**src/rtl/dlr_pkg.sv**
```systemverilog
package dlr_pkg;

  // Color channel width of a line and of a pixel
  localparam int unsigned COLOR_W = 24;

  // Item kinds carried on the input tuser bit
  localparam logic OP_START = 1'b0;
  localparam logic OP_TICK  = 1'b1;

  // Controller states
  typedef enum logic {
    ST_READY,
    ST_DIVIDE
  } state_e;

  // Commands from the controller to the datapath
  typedef struct packed {
    logic load;      // capture a start request and set up the divider
    logic div_step;  // run one restoring divider iteration on both axes
    logic tick;      // emit one pixel and advance the line
    logic pop;       // downstream takes the output register
  } cmd_t;

  // Status from the datapath to the controller
  typedef struct packed {
    logic steps_zero;  // endpoints of the offered request coincide
    logic div_last;    // current divider iteration is the final one
    logic out_full;    // output register holds a pixel not yet taken
  } stat_t;

endpackage

```
**src/rtl/dlr_ctrl.sv**
```systemverilog
module dlr_ctrl (
  input  logic           clk_i,
  input  logic           rst_ni,
  input  logic           s_tvalid_i,
  input  logic           op_i,
  input  logic           m_tready_i,
  output logic           s_tready_o,
  input  dlr_pkg::stat_t stat_i,
  output dlr_pkg::cmd_t  cmd_o
);
  import dlr_pkg::*;

  state_e state_q, state_d;
  logic   can_take;
  logic   accept;

  // Hold the state register
  always_ff @(posedge clk_i or negedge rst_ni) begin
    if (!rst_ni) begin
      state_q <= ST_READY;
    end else begin
      state_q <= state_d;
    end
  end

  // Output register frees up when empty or when it is taken this cycle
  assign can_take = !stat_i.out_full || m_tready_i;

  // Decode requests and sequence the divider
  always_comb begin
    state_d      = state_q;
    cmd_o        = '0;
    cmd_o.pop    = m_tready_i;
    s_tready_o   = 1'b0;
    accept       = 1'b0;
    case (state_q)
      ST_READY: begin
        s_tready_o = can_take;
        accept     = s_tvalid_i && can_take;
        if (accept) begin
          if (op_i == OP_START) begin
            cmd_o.load = 1'b1;
            if (!stat_i.steps_zero) begin
              state_d = ST_DIVIDE;
            end
          end else begin
            cmd_o.tick = 1'b1;
          end
        end
      end
      ST_DIVIDE: begin
        cmd_o.div_step = 1'b1;
        if (stat_i.div_last) begin
          state_d = ST_READY;
        end
      end
      default: begin
        state_d = ST_READY;
      end
    endcase
  end

  // No request is taken while the divider runs
  a_no_accept_in_divide: assert property (@(posedge clk_i) disable iff (!rst_ni)
    (state_q == ST_DIVIDE) |-> !s_tready_o)
    else $error("request accepted during division");

  // A line of nonzero length always enters the divider
  a_load_enters_divide: assert property (@(posedge clk_i) disable iff (!rst_ni)
    (cmd_o.load && !stat_i.steps_zero) |=> (state_q == ST_DIVIDE))
    else $error("nonzero line skipped division");

  // The final iteration returns to accepting requests
  a_divide_ends: assert property (@(posedge clk_i) disable iff (!rst_ni)
    (cmd_o.div_step && stat_i.div_last) |=> (state_q == ST_READY))
    else $error("divider did not finish");

endmodule

```
**src/rtl/dlr_datapath.sv**
```systemverilog
module dlr_datapath #(
  parameter int unsigned COORD_BITS = 12,
  parameter int unsigned FRAC_BITS  = 16
) (
  input  logic                        clk_i,
  input  logic                        rst_ni,
  input  dlr_pkg::cmd_t               cmd_i,
  output dlr_pkg::stat_t              stat_o,
  input  logic [COORD_BITS-1:0]       start_x_i,
  input  logic [COORD_BITS-1:0]       start_y_i,
  input  logic [COORD_BITS-1:0]       end_x_i,
  input  logic [COORD_BITS-1:0]       end_y_i,
  input  logic [dlr_pkg::COLOR_W-1:0] line_color_i,
  output logic [COORD_BITS-1:0]       pixel_x_o,
  output logic [COORD_BITS-1:0]       pixel_y_o,
  output logic [dlr_pkg::COLOR_W-1:0] pixel_color_o,
  output logic                        draw_o,
  output logic                        done_o,
  output logic                        valid_o
);
  import dlr_pkg::*;

  localparam int unsigned POS_W  = COORD_BITS + FRAC_BITS + 1;
  localparam int unsigned STEP_W = COORD_BITS + 1;
  localparam int unsigned QUOT_W = FRAC_BITS + 1;
  localparam int unsigned CNT_W  = $clog2(FRAC_BITS + 1);

  // Line state
  logic [POS_W-1:0]   pos_x_q, pos_y_q;
  logic [POS_W-1:0]   inc_x_q, inc_y_q;
  logic [STEP_W-1:0]  idx_q, total_q;
  logic [COLOR_W-1:0] color_q;
  logic               busy_q;

  // Divider state, one lane per axis
  logic [STEP_W-1:0]  rem_x_q, rem_y_q;
  logic [QUOT_W-1:0]  quot_x_q, quot_y_q;
  logic               neg_x_q, neg_y_q;
  logic [CNT_W-1:0]   cnt_q;

  // Output register
  logic [COORD_BITS-1:0] out_x_q, out_y_q;
  logic [COLOR_W-1:0]    out_color_q;
  logic                  out_draw_q, out_done_q, out_valid_q;

  // Start request decode
  logic signed [STEP_W-1:0] dx, dy;
  logic [STEP_W-1:0]        ax, ay, steps_in;

  assign dx       = STEP_W'($signed(end_x_i)) - STEP_W'($signed(start_x_i));
  assign dy       = STEP_W'($signed(end_y_i)) - STEP_W'($signed(start_y_i));
  assign ax       = dx[STEP_W-1] ? STEP_W'(-dx) : STEP_W'(dx);
  assign ay       = dy[STEP_W-1] ? STEP_W'(-dy) : STEP_W'(dy);
  assign steps_in = (ax > ay) ? ax : ay;

  // Restoring divider iteration: compare, subtract, shift
  logic              ge_x, ge_y;
  logic [STEP_W-1:0] sub_x, sub_y;
  logic [QUOT_W-1:0] quot_x_d, quot_y_d;
  logic [POS_W-1:0]  mag_x, mag_y, inc_x_d, inc_y_d;

  assign ge_x     = rem_x_q >= total_q;
  assign ge_y     = rem_y_q >= total_q;
  assign sub_x    = ge_x ? rem_x_q - total_q : rem_x_q;
  assign sub_y    = ge_y ? rem_y_q - total_q : rem_y_q;
  assign quot_x_d = {quot_x_q[QUOT_W-2:0], ge_x};
  assign quot_y_d = {quot_y_q[QUOT_W-2:0], ge_y};
  assign mag_x    = POS_W'(quot_x_d);
  assign mag_y    = POS_W'(quot_y_d);
  assign inc_x_d  = neg_x_q ? POS_W'(-mag_x) : mag_x;
  assign inc_y_d  = neg_y_q ? POS_W'(-mag_y) : mag_y;

  // Truncate positions toward zero: floor, then bump negatives with a fraction
  logic [STEP_W-1:0] int_x, int_y;

  assign int_x = pos_x_q[POS_W-1:FRAC_BITS]
               + STEP_W'(pos_x_q[POS_W-1] && (|pos_x_q[FRAC_BITS-1:0]));
  assign int_y = pos_y_q[POS_W-1:FRAC_BITS]
               + STEP_W'(pos_y_q[POS_W-1] && (|pos_y_q[FRAC_BITS-1:0]));

  logic last_step;
  assign last_step = (idx_q == total_q);

  // Control registers
  always_ff @(posedge clk_i or negedge rst_ni) begin
    if (!rst_ni) begin
      busy_q      <= 1'b0;
      cnt_q       <= '0;
      out_valid_q <= 1'b0;
    end else begin
      if (cmd_i.load) begin
        busy_q <= 1'b1;
        cnt_q  <= CNT_W'(FRAC_BITS);
      end else if (cmd_i.div_step) begin
        cnt_q <= cnt_q - CNT_W'(1);
      end else if (cmd_i.tick && busy_q && last_step) begin
        busy_q <= 1'b0;
      end
      if (cmd_i.tick) begin
        out_valid_q <= 1'b1;
      end else if (cmd_i.pop) begin
        out_valid_q <= 1'b0;
      end
    end
  end

  // Payload registers
  always_ff @(posedge clk_i) begin
    if (cmd_i.load) begin
      pos_x_q  <= {start_x_i[COORD_BITS-1], start_x_i, {FRAC_BITS{1'b0}}};
      pos_y_q  <= {start_y_i[COORD_BITS-1], start_y_i, {FRAC_BITS{1'b0}}};
      inc_x_q  <= '0;
      inc_y_q  <= '0;
      idx_q    <= '0;
      total_q  <= steps_in;
      color_q  <= line_color_i;
      rem_x_q  <= ax;
      rem_y_q  <= ay;
      quot_x_q <= '0;
      quot_y_q <= '0;
      neg_x_q  <= dx[STEP_W-1];
      neg_y_q  <= dy[STEP_W-1];
    end else if (cmd_i.div_step) begin
      rem_x_q  <= {sub_x[STEP_W-2:0], 1'b0};
      rem_y_q  <= {sub_y[STEP_W-2:0], 1'b0};
      quot_x_q <= quot_x_d;
      quot_y_q <= quot_y_d;
      if (cnt_q == '0) begin
        inc_x_q <= inc_x_d;
        inc_y_q <= inc_y_d;
      end
    end else if (cmd_i.tick && busy_q) begin
      pos_x_q <= pos_x_q + inc_x_q;
      pos_y_q <= pos_y_q + inc_y_q;
      idx_q   <= idx_q + STEP_W'(1);
    end

    // Emit the current pixel, or an idle marker
    if (cmd_i.tick) begin
      if (busy_q) begin
        out_x_q     <= int_x[COORD_BITS-1:0];
        out_y_q     <= int_y[COORD_BITS-1:0];
        out_color_q <= color_q;
        out_draw_q  <= (idx_q != '0) && (idx_q < total_q);
        out_done_q  <= last_step;
      end else begin
        out_x_q     <= '0;
        out_y_q     <= '0;
        out_color_q <= '0;
        out_draw_q  <= 1'b0;
        out_done_q  <= 1'b1;
      end
    end
  end

  assign stat_o.steps_zero = (steps_in == '0);
  assign stat_o.div_last   = (cnt_q == '0);
  assign stat_o.out_full   = out_valid_q;

  assign pixel_x_o     = out_x_q;
  assign pixel_y_o     = out_y_q;
  assign pixel_color_o = out_color_q;
  assign draw_o        = out_draw_q;
  assign done_o        = out_done_q;
  assign valid_o       = out_valid_q;

  // The step index never passes the step count of an active line
  a_index_in_range: assert property (@(posedge clk_i) disable iff (!rst_ni)
    busy_q |-> (idx_q <= total_q))
    else $error("step index beyond step count");

  // Division only runs for a loaded line
  a_divide_busy: assert property (@(posedge clk_i) disable iff (!rst_ni)
    cmd_i.div_step |-> busy_q)
    else $error("division without a line");

  // Every tick leaves a pixel in the output register
  a_tick_emits: assert property (@(posedge clk_i) disable iff (!rst_ni)
    cmd_i.tick |=> out_valid_q)
    else $error("tick produced no pixel");

endmodule

```
**src/rtl/dda_line_rasterizer.sv**
```systemverilog
// DDA line rasterizer. A start request (tuser = 0) loads two integer endpoints
// and a color; each tick request (tuser = 1) returns one pixel with the
// position truncated toward zero, tuser set for interior points to plot and
// tlast set on the final point of the line (or on a tick with no line active).
// Ticks are taken one per cycle while the output is taken and the divider is
// idle. A start is loaded, then runs the restoring divider that computes
// both per-axis increments side by side, one quotient bit a cycle;
// a zero-length line skips the divider. A start arriving mid-line abandons
// the current line.
module dda_line_rasterizer #(
  parameter int unsigned COORD_BITS = 12,
  parameter int unsigned FRAC_BITS  = 16
) (
  input  logic                      clk_i,
  input  logic                      rst_ni,
  input  logic                      s_axis_tvalid,
  output logic                      s_axis_tready,
  // start_x, start_y, end_x, end_y, line_color (lowest bit up)
  input  logic [((4*COORD_BITS+dlr_pkg::COLOR_W+7)/8)*8-1:0] s_axis_tdata,
  // op
  input  logic                      s_axis_tuser,
  output logic                      m_axis_tvalid,
  input  logic                      m_axis_tready,
  // pixel_x, pixel_y, pixel_color (lowest bit up)
  output logic [((2*COORD_BITS+dlr_pkg::COLOR_W+7)/8)*8-1:0] m_axis_tdata,
  // draw
  output logic                      m_axis_tuser,
  // done_res
  output logic                      m_axis_tlast
);
  import dlr_pkg::*;

  localparam int unsigned OUT_W = ((2*COORD_BITS + COLOR_W + 7) / 8) * 8;

  cmd_t  cmd;
  stat_t stat;

  logic [COORD_BITS-1:0] pixel_x, pixel_y;
  logic [COLOR_W-1:0]    pixel_color;

  dlr_ctrl u_ctrl (
    .clk_i      (clk_i),
    .rst_ni     (rst_ni),
    .s_tvalid_i (s_axis_tvalid),
    .op_i       (s_axis_tuser),
    .m_tready_i (m_axis_tready),
    .s_tready_o (s_axis_tready),
    .stat_i     (stat),
    .cmd_o      (cmd)
  );

  dlr_datapath #(
    .COORD_BITS (COORD_BITS),
    .FRAC_BITS  (FRAC_BITS)
  ) u_datapath (
    .clk_i         (clk_i),
    .rst_ni        (rst_ni),
    .cmd_i         (cmd),
    .stat_o        (stat),
    .start_x_i     (s_axis_tdata[COORD_BITS-1:0]),
    .start_y_i     (s_axis_tdata[2*COORD_BITS-1:COORD_BITS]),
    .end_x_i       (s_axis_tdata[3*COORD_BITS-1:2*COORD_BITS]),
    .end_y_i       (s_axis_tdata[4*COORD_BITS-1:3*COORD_BITS]),
    .line_color_i  (s_axis_tdata[4*COORD_BITS+COLOR_W-1:4*COORD_BITS]),
    .pixel_x_o     (pixel_x),
    .pixel_y_o     (pixel_y),
    .pixel_color_o (pixel_color),
    .draw_o        (m_axis_tuser),
    .done_o        (m_axis_tlast),
    .valid_o       (m_axis_tvalid)
  );

  // Pack the pixel, padding with zeros to whole bytes
  assign m_axis_tdata = OUT_W'({pixel_color, pixel_y, pixel_x});

endmodule

```
**config.mk**
```make
export PLATFORM = sky130hd
export DESIGN_NAME = dda_line_rasterizer
export DESIGN_NICKNAME = d
export VERILOG_FILES = /design/src/rtl/dlr_pkg.sv /design/src/rtl/dlr_ctrl.sv /design/src/rtl/dlr_datapath.sv /design/src/rtl/dda_line_rasterizer.sv
export SDC_FILE = /design/constraint.sdc
export NUM_CORES = 1
export LEC_CHECK = 0
export BUFFER_PORTS_ARGS = -buffer_cell sky130_fd_sc_hd__buf_4
export CAP_MARGIN = 20
export CORE_ASPECT_RATIO = 0.7
export CORE_MARGIN = 2
export CORE_UTILIZATION = 40
export CTS_BUF_LIST = sky130_fd_sc_hd__clkbuf_8
export DETAILED_ROUTE_END_ITERATION = 12
export GPL_TIMING_DRIVEN = 0
export HOLD_SLACK_MARGIN = 0.1
export PLACE_DENSITY_LB_ADDON = 0.3
export SLEW_MARGIN = 0
export SYNTH_ARGS = -nofsm -noshare
export SYNTH_HDL_FRONTEND = slang
export SYNTH_SLANG_ARGS = --single-unit
```
**constraint.sdc**
```tcl
create_clock -name clk_i -period 9.3 [get_ports clk_i]
set_clock_uncertainty 0.15 [all_clocks]
set_input_delay 1.86 -clock clk_i [delete_from_list [all_inputs] [get_ports clk_i]]
set_output_delay 1.86 -clock clk_i [all_outputs]
set_load 0.005 [all_outputs]
```
==> results of run 1 <==
## metrics by stage
stage | setup slack (ns) | power, mW | instances | hold slack (ns)
finish | 2.041 | 5.951 | 2681 | 0.3161
CTS | 2.177 | 5.923 | 2681 | 0.3188
global route | 1.850 | 6.357 | 2681 | 0.3306
floorplan | 2.717 | 3.969 | 1869 | 0.2815
detailed placement | 1.568 | 4.753 | 2595 | 0.3022
global placement | 1.652 | 4.649 | 2591 | 0.2938
## critical path: stages
cell	delay (ns)
buf_4	0.11
inv_1	0.13
ha_1	0.29
clkbuf_1	0.25
or2_2	0.35
o22a_2	0.20
a22oi_1	0.17
a31oi_1	0.10
a211o_1	0.37
nor4b_1	0.40
or2_1	0.17
xnor2_1	0.24
inv_1	0.18
ha_1	0.35
a21oi_1	0.17
nor2_1	0.07
a2111oi_1	0.78
a41o_1	0.31
buf_2	0.32
mux2i_1	0.20
nor4b_2	0.37
a31oi_2	0.14
## metal layers
| metal | part of all wire | wire [um] |
|---|---|---|
| met1 | 0.48 | 24940 |
| met2 | 0.40 | 20980 |
| met3 | 0.099 | 5137 |
| met4 | 0.020 | 1037 |
| met5 | 0.00052 | 27 |
## worst min-delay path by stage
| stage | cells after the start | to | slack [ns] |
|---|---|---|---|
| 6_report | 1 | u_datapath.inc_x_q[19] | 0.32 |
| 5_1_grt | 1 | u_datapath.inc_x_q[19] | 0.33 |
| 4_1_cts | 2 | u_datapath.inc_x_q[0] | 0.32 |
| 3_5_place_dp | 1 | u_datapath.inc_x_q[23] | 0.30 |
| 3_3_place_gp | 1 | u_datapath.inc_x_q[23] | 0.29 |
| 2_1_floorplan | 2 | u_datapath.inc_x_q[0] | 0.28 |
## flip-flops by register name, summed over array words and instances (netlist names), 12 cells and up
signal / flops
u_datapath.quot_y_q: 16
u_datapath.total_q: 13
u_datapath.quot_x_q: 16
u_datapath.pixel_color_o: 24
u_datapath.inc_x_q: 29
u_datapath.idx_q: 13
u_datapath.pos_y_q: 29
u_datapath.pos_x_q: 29
u_datapath.pixel_y_o: 12
u_datapath.rem_x_q: 13
u_datapath.inc_y_q: 29
u_datapath.pixel_x_o: 12
u_datapath.rem_y_q: 13
u_datapath.color_q: 24
## synth_stat cells, types with 23 or more instances
library cell  count
clkbuf_1         56
and3_1           26
nand2_1         141
xnor2_1          72
a22o_1           29
o31ai_1          24
nand2b_1         24
a21o_1           65
nor2_1          100
xor2_1           84
nor3_1           23
edfxtp_1        141
nand3_1          67
ha_1            144
a21oi_1         110
and2_1           52
dfxtp_1         135
inv_1           101
o21ai_0         129
## cell type report
| class | count | area share |
|---|---|---|
| Clock inverter | 30 | 0.009513 |
| Sequential cell | 284 | 0.3501 |
| Multi-Input combinational cell | 1410 | 0.4813 |
| Timing Repair Buffer | 132 | 0.05180 |
| Buffer | 71 | 0.01393 |
| Tap cell | 594 | 0.03646 |
| Clock buffer | 56 | 0.03781 |
| Inverter | 104 | 0.01915 |
## kinds of logic (layout without fill, tap and decap cells)
kind of cell | Yosys count | count (layout) | synth area share
compound gates | 535 | 535 | 0.2013
simple gates | 557 | 557 | 0.1613
xor+xnor | 156 | 156 | 0.07753
buf+inv | 175 | 393 | 0.03820
mux | 12 | 12 | 0.007597
flops | 284 | 284 | 0.4050
fa+ha+maj | 150 | 150 | 0.1091
## power by group
| group | switching (mW) | internal (mW) |
|---|---|---|
| Clock | 0.551 | 0.605 |
| Sequential | 0.299 | 1.75 |
| Combinational | 1.62 | 1.13 |
==> metrics, run 1 <==
status=finished clean; Slew @ Worst Pin=1.087 ns; initial antenna violation count=2; final net count=2,277; post-synth top area share=0.2403; final instance area=0.02039 mm2; dpl cell area=0.01942 mm2; Crit Reg-Reg Startpoint=u_datapath.total_q[1]; vias in the first global route=14,200; met3 Use GR=0.05097; crit path time final=7.259 ns; FILL cells=4,218; Max-Cap Viols=0; startpoint types=input port; RSZ-0062 raised after global routing=no; Worst slew margin=0.2659; I/O pin cnt=129; Post-DP HPWL=39,950 um; worst reg2reg path endpoint=u_datapath.inc_y_q[26]; Synth area leader=edfxtp_1; fraction of registers with async set/reset=0.02817; leading post-synthesis cells by cell area=edfxtp_1 (24%), dfxtp_1 (15%), ha_1 (10%); TritonCTS Buffers=47; most frequent cells in the layout=ha_1 (144), nand2_1 (141), edfxtp_1 (141); postcts setup bufs=0; Synth cell types=87; Worst-path clk slew=0.06 ns; largest net degree at the start of global routing=40; # setup viols final=0; yosys warns=0; Pwr Density=291.9 mW/mm2; iteration-0 DRC count of the detailed router=1,280; IR drop worst, VDD=0.1208 mV; Root Driver=clkbuf_8; CP endpoint=u_ctrl.state_q; Initial Util=0.4045; Clock Latency Late Sink=0.63 ns; layer with the highest usage=met1; Synth Instances=1,869; Vias=15,070; Critical Path End Type=flip-flop; clock buffer depth=3; DRT Pass-1 Iters=5; Routed WL=52,130 um; # H-tree levels=2; R2R cell count=19; gpl congestion=0.9487; Yosys reg bits=284; CP startpoint=s_axis_tdata[3]; grt total ovfl=0; M1 GR Usage=0.3405; synthesis-to-layout area growth=15.69%; GRT Total Usage=0.2231; Final period util=0.7805; CP Data Arrival Time=7.56 ns; layout cells sized above 1=0.1174; crit-path max FO=10; Fin Setup TNS=0 ns; Pins Over Slew Limit=0; Seq/Total Area, Yosys=0.4050; Synth Net Count=2,096; Top FF cell, synth=edfxtp_1; # resized after CTS=0; required time of the critical path=9.60 ns; core area=0.04356 mm2; Final Util=0.4680; Reg area=0.007137 mm2; crit path kind=in -> reg; IO Port Bufs=128; Post-Synthesis Cell Area=0.01762 mm2; met2 usage=0.3149; clock tree sinks=284; Max Fclk=0.1378 GHz; syn_area_per_cell=9.429 um2; drt wl/cell=19.44 um; commonest non-fill, non-tap cell in the layout=ha_1; # rows=64; flop2flop setup slack=3.29 ns; post-route ant nets=0; Ant. Diodes=0; Pleak=8.784 nW; Post-CTS Hold Buffers=0; EDFF count, synth=141; DRC=0; hold crit path type=reg -> reg; Die X=254.9 um; min-delay src=u_datapath.inc_x_q[19]; CTS tree=yes; final hold vios=0; Vias/cell=5.620; first-pass GRT wire length=79,940 um; area occupied by multi-input gates=0.009812 mm2; die area=0.04578 mm2; height of the die=179.6 um
(Power assumes the default switching activity.)
==> run 2: changes to the inputs <==
- clock period: 9.3 -> 6.05 ns (I/O delays scaled with it)
==> run 2 against run 1 <==
Compared with the run above:
- the flow now finishes with violations (setup timing)
- die area did not move
- hold slack got worse by 0.059 ns
- global-route usage barely moved
- cell area up 0.45%
- sequential share of layout area shrank 0.16 points
- largest power group unchanged
- combinational power rose by 55%
- non-clock buffer count is 1 higher
- critical endpoint unchanged
- via count rose by 0.76%
- utilization is 0.21 points higher
- total power grew 54%
- worst setup slack worse by 2.1 ns
==> metrics, run 2 (same netlist as run 1, synthesis figures left out) <==
GRT Total Usage=0.2234; commonest non-fill, non-tap cell in the layout=ha_1; # rows=64; Reg area=0.007137 mm2; # setup viols final=1; grt total ovfl=0; Max Fclk=0.1626 GHz; FILL cells=4,209; Die X=254.9 um; vias in the first global route=14,200; TritonCTS Buffers=47; Worst-path clk slew=0.07 ns; Routed WL=52,400 um; Post-DP HPWL=39,950 um; post-route setup slack=-0.1015 ns; final net count=2,278; Ant. Diodes=0; most frequent cells in the layout=ha_1 (144), nand2_1 (141), edfxtp_1 (141); Max-Cap Viols=0; Min Hold Slack=0.2571 ns; # H-tree levels=2; failing checks=setup timing; clock buffer depth=3; crit-path max FO=6; Crit Reg-Reg Startpoint=u_datapath.total_q[1]; flop2flop setup slack=0.47 ns; post-route ant nets=0; Initial Util=0.4045; initial antenna violation count=2; CTS tree=yes; Place WS=-1.032 ns; Vias/cell=5.660; die area=0.04578 mm2; clock group share of total power=0.193; area occupied by multi-input gates=0.009887 mm2; core area=0.04356 mm2; Clock Latency Late Sink=0.63 ns; crit path kind=in -> reg; Worst slew margin=0.3038; drt wl/cell=19.54 um; Pins Over Slew Limit=0; Post-CTS Hold Buffers=0; required time of the critical path=6.35 ns; net switching power=3.808 mW; Root Driver=clkbuf_8; final hold vios=0; RSZ-0062 raised after global routing=yes; largest net degree at the start of global routing=40; iteration-0 DRC count of the detailed router=1,432; Final Util=0.4701; IR drop worst, VDD=0.1862 mV; hold crit path type=in -> async; Pwr Total=9.181 mW; combinational power share=0.464; Fin Setup TNS=-0.1015 ns; height of the die=179.6 um; Final period util=1.017; Pwr Density=448.3 mW/mm2; Slew @ Worst Pin=1.031 ns; status=finished with violations; layout cells sized above 1=0.1240; R2R cell count=18; worst reg2reg path endpoint=u_datapath.inc_y_q[26]; gpl congestion=0.9487; Pleak=8.821 nW; Vias=15,180; I/O pin cnt=129; DRT Pass-1 Iters=5; startpoint types=input port; Flop pwr share=0.343; synthesis-to-layout area growth=16.21%; clock tree sinks=284; crit path time final=6.151 ns; Int Pwr=5.373 mW; first-pass GRT wire length=80,060 um; Critical Path End Type=flip-flop; IO Port Bufs=128; CP Data Arrival Time=6.46 ns; DRC=0; switch share=0.4148
## run 2: stage by stage
step                      instances  instance area (um2)
after floorplan                1869                17620
after global placement         2591                19330
after detailed placement       2595                19420
after CTS                      2682                20410
after global routing           2682                20480
final                          2682                20480
## run 2: worst max path at each step
stage | start | endpoint | slack [ns] | cells past startpoint
5_1_grt | s_axis_tdata[12] | u_ctrl.state_q | -0.22 | 20
3_5_place_dp | s_axis_tdata[12] | u_ctrl.state_q | -1.03 | 21
4_1_cts | s_axis_tdata[12] | u_ctrl.state_q | 0.006 | 19
2_1_floorplan | s_axis_tdata[36] | u_ctrl.state_q | 0.12 | 20
3_3_place_gp | s_axis_tdata[12] | u_ctrl.state_q | -0.95 | 21
6_report | s_axis_tdata[1] | u_ctrl.state_q | -0.10 | 21
## run 2: critical path, stage by stage
cell       delay (ns)
buf_4            0.13
inv_1            0.13
ha_1             0.25
nor2b_1          0.20
o2111ai_1        0.35
nand3_1          0.16
a221oi_1         0.36
xnor2_1          0.32
nor4b_2          0.13
or2_1            0.24
xnor2_1          0.42
inv_1            0.20
ha_1             0.36
nand4_1          0.18
a31oi_2          0.30
a2111oi_4        0.09
a41o_2           0.30
or3_1            0.39
a211o_1          0.27
nor4b_2          0.30
a31oi_2          0.14
## run 2: area by class of cell
class                           count  share of cell area
Multi-Input combinational cell   1410              0.4828
Sequential cell                   284              0.3485
Timing Repair Buffer              134             0.05230
Clock buffer                       56             0.03764
Tap cell                          594             0.03629
Inverter                          104             0.01906
Buffer                             70             0.01393
Clock inverter                     30            0.009470
## run 2: repair_timing
item / 4_1_cts / 5_1_grt
setup endpoints to repair: 10 / 17
buffers inserted: 1 / 1
gates resized for setup: 2 / 15
pin swaps: 0 / 2
## run 2: power by group through the flow
stage,combinational (mW),sequential [mW],clock [mW]
after global routing,4.70,3.20,1.90
after global placement,3.99,3.16,0
after detailed placement,4.14,3.17,0
after floorplan,3.08,3.02,0
final,4.26,3.14,1.77
after CTS,4.18,3.13,1.81
## run 2: per-layer routing
layer | GRT usage | wire length, um | up-vias
met5 | 0 | 27 | -
met4 | 0.05357 | 1119 | 4
met3 | 0.05097 | 4947 | 92
met2 | 0.3154 | 21060 | 599
met1 | 0.3411 | 25240 | 7218
li1 | - | - | 7268
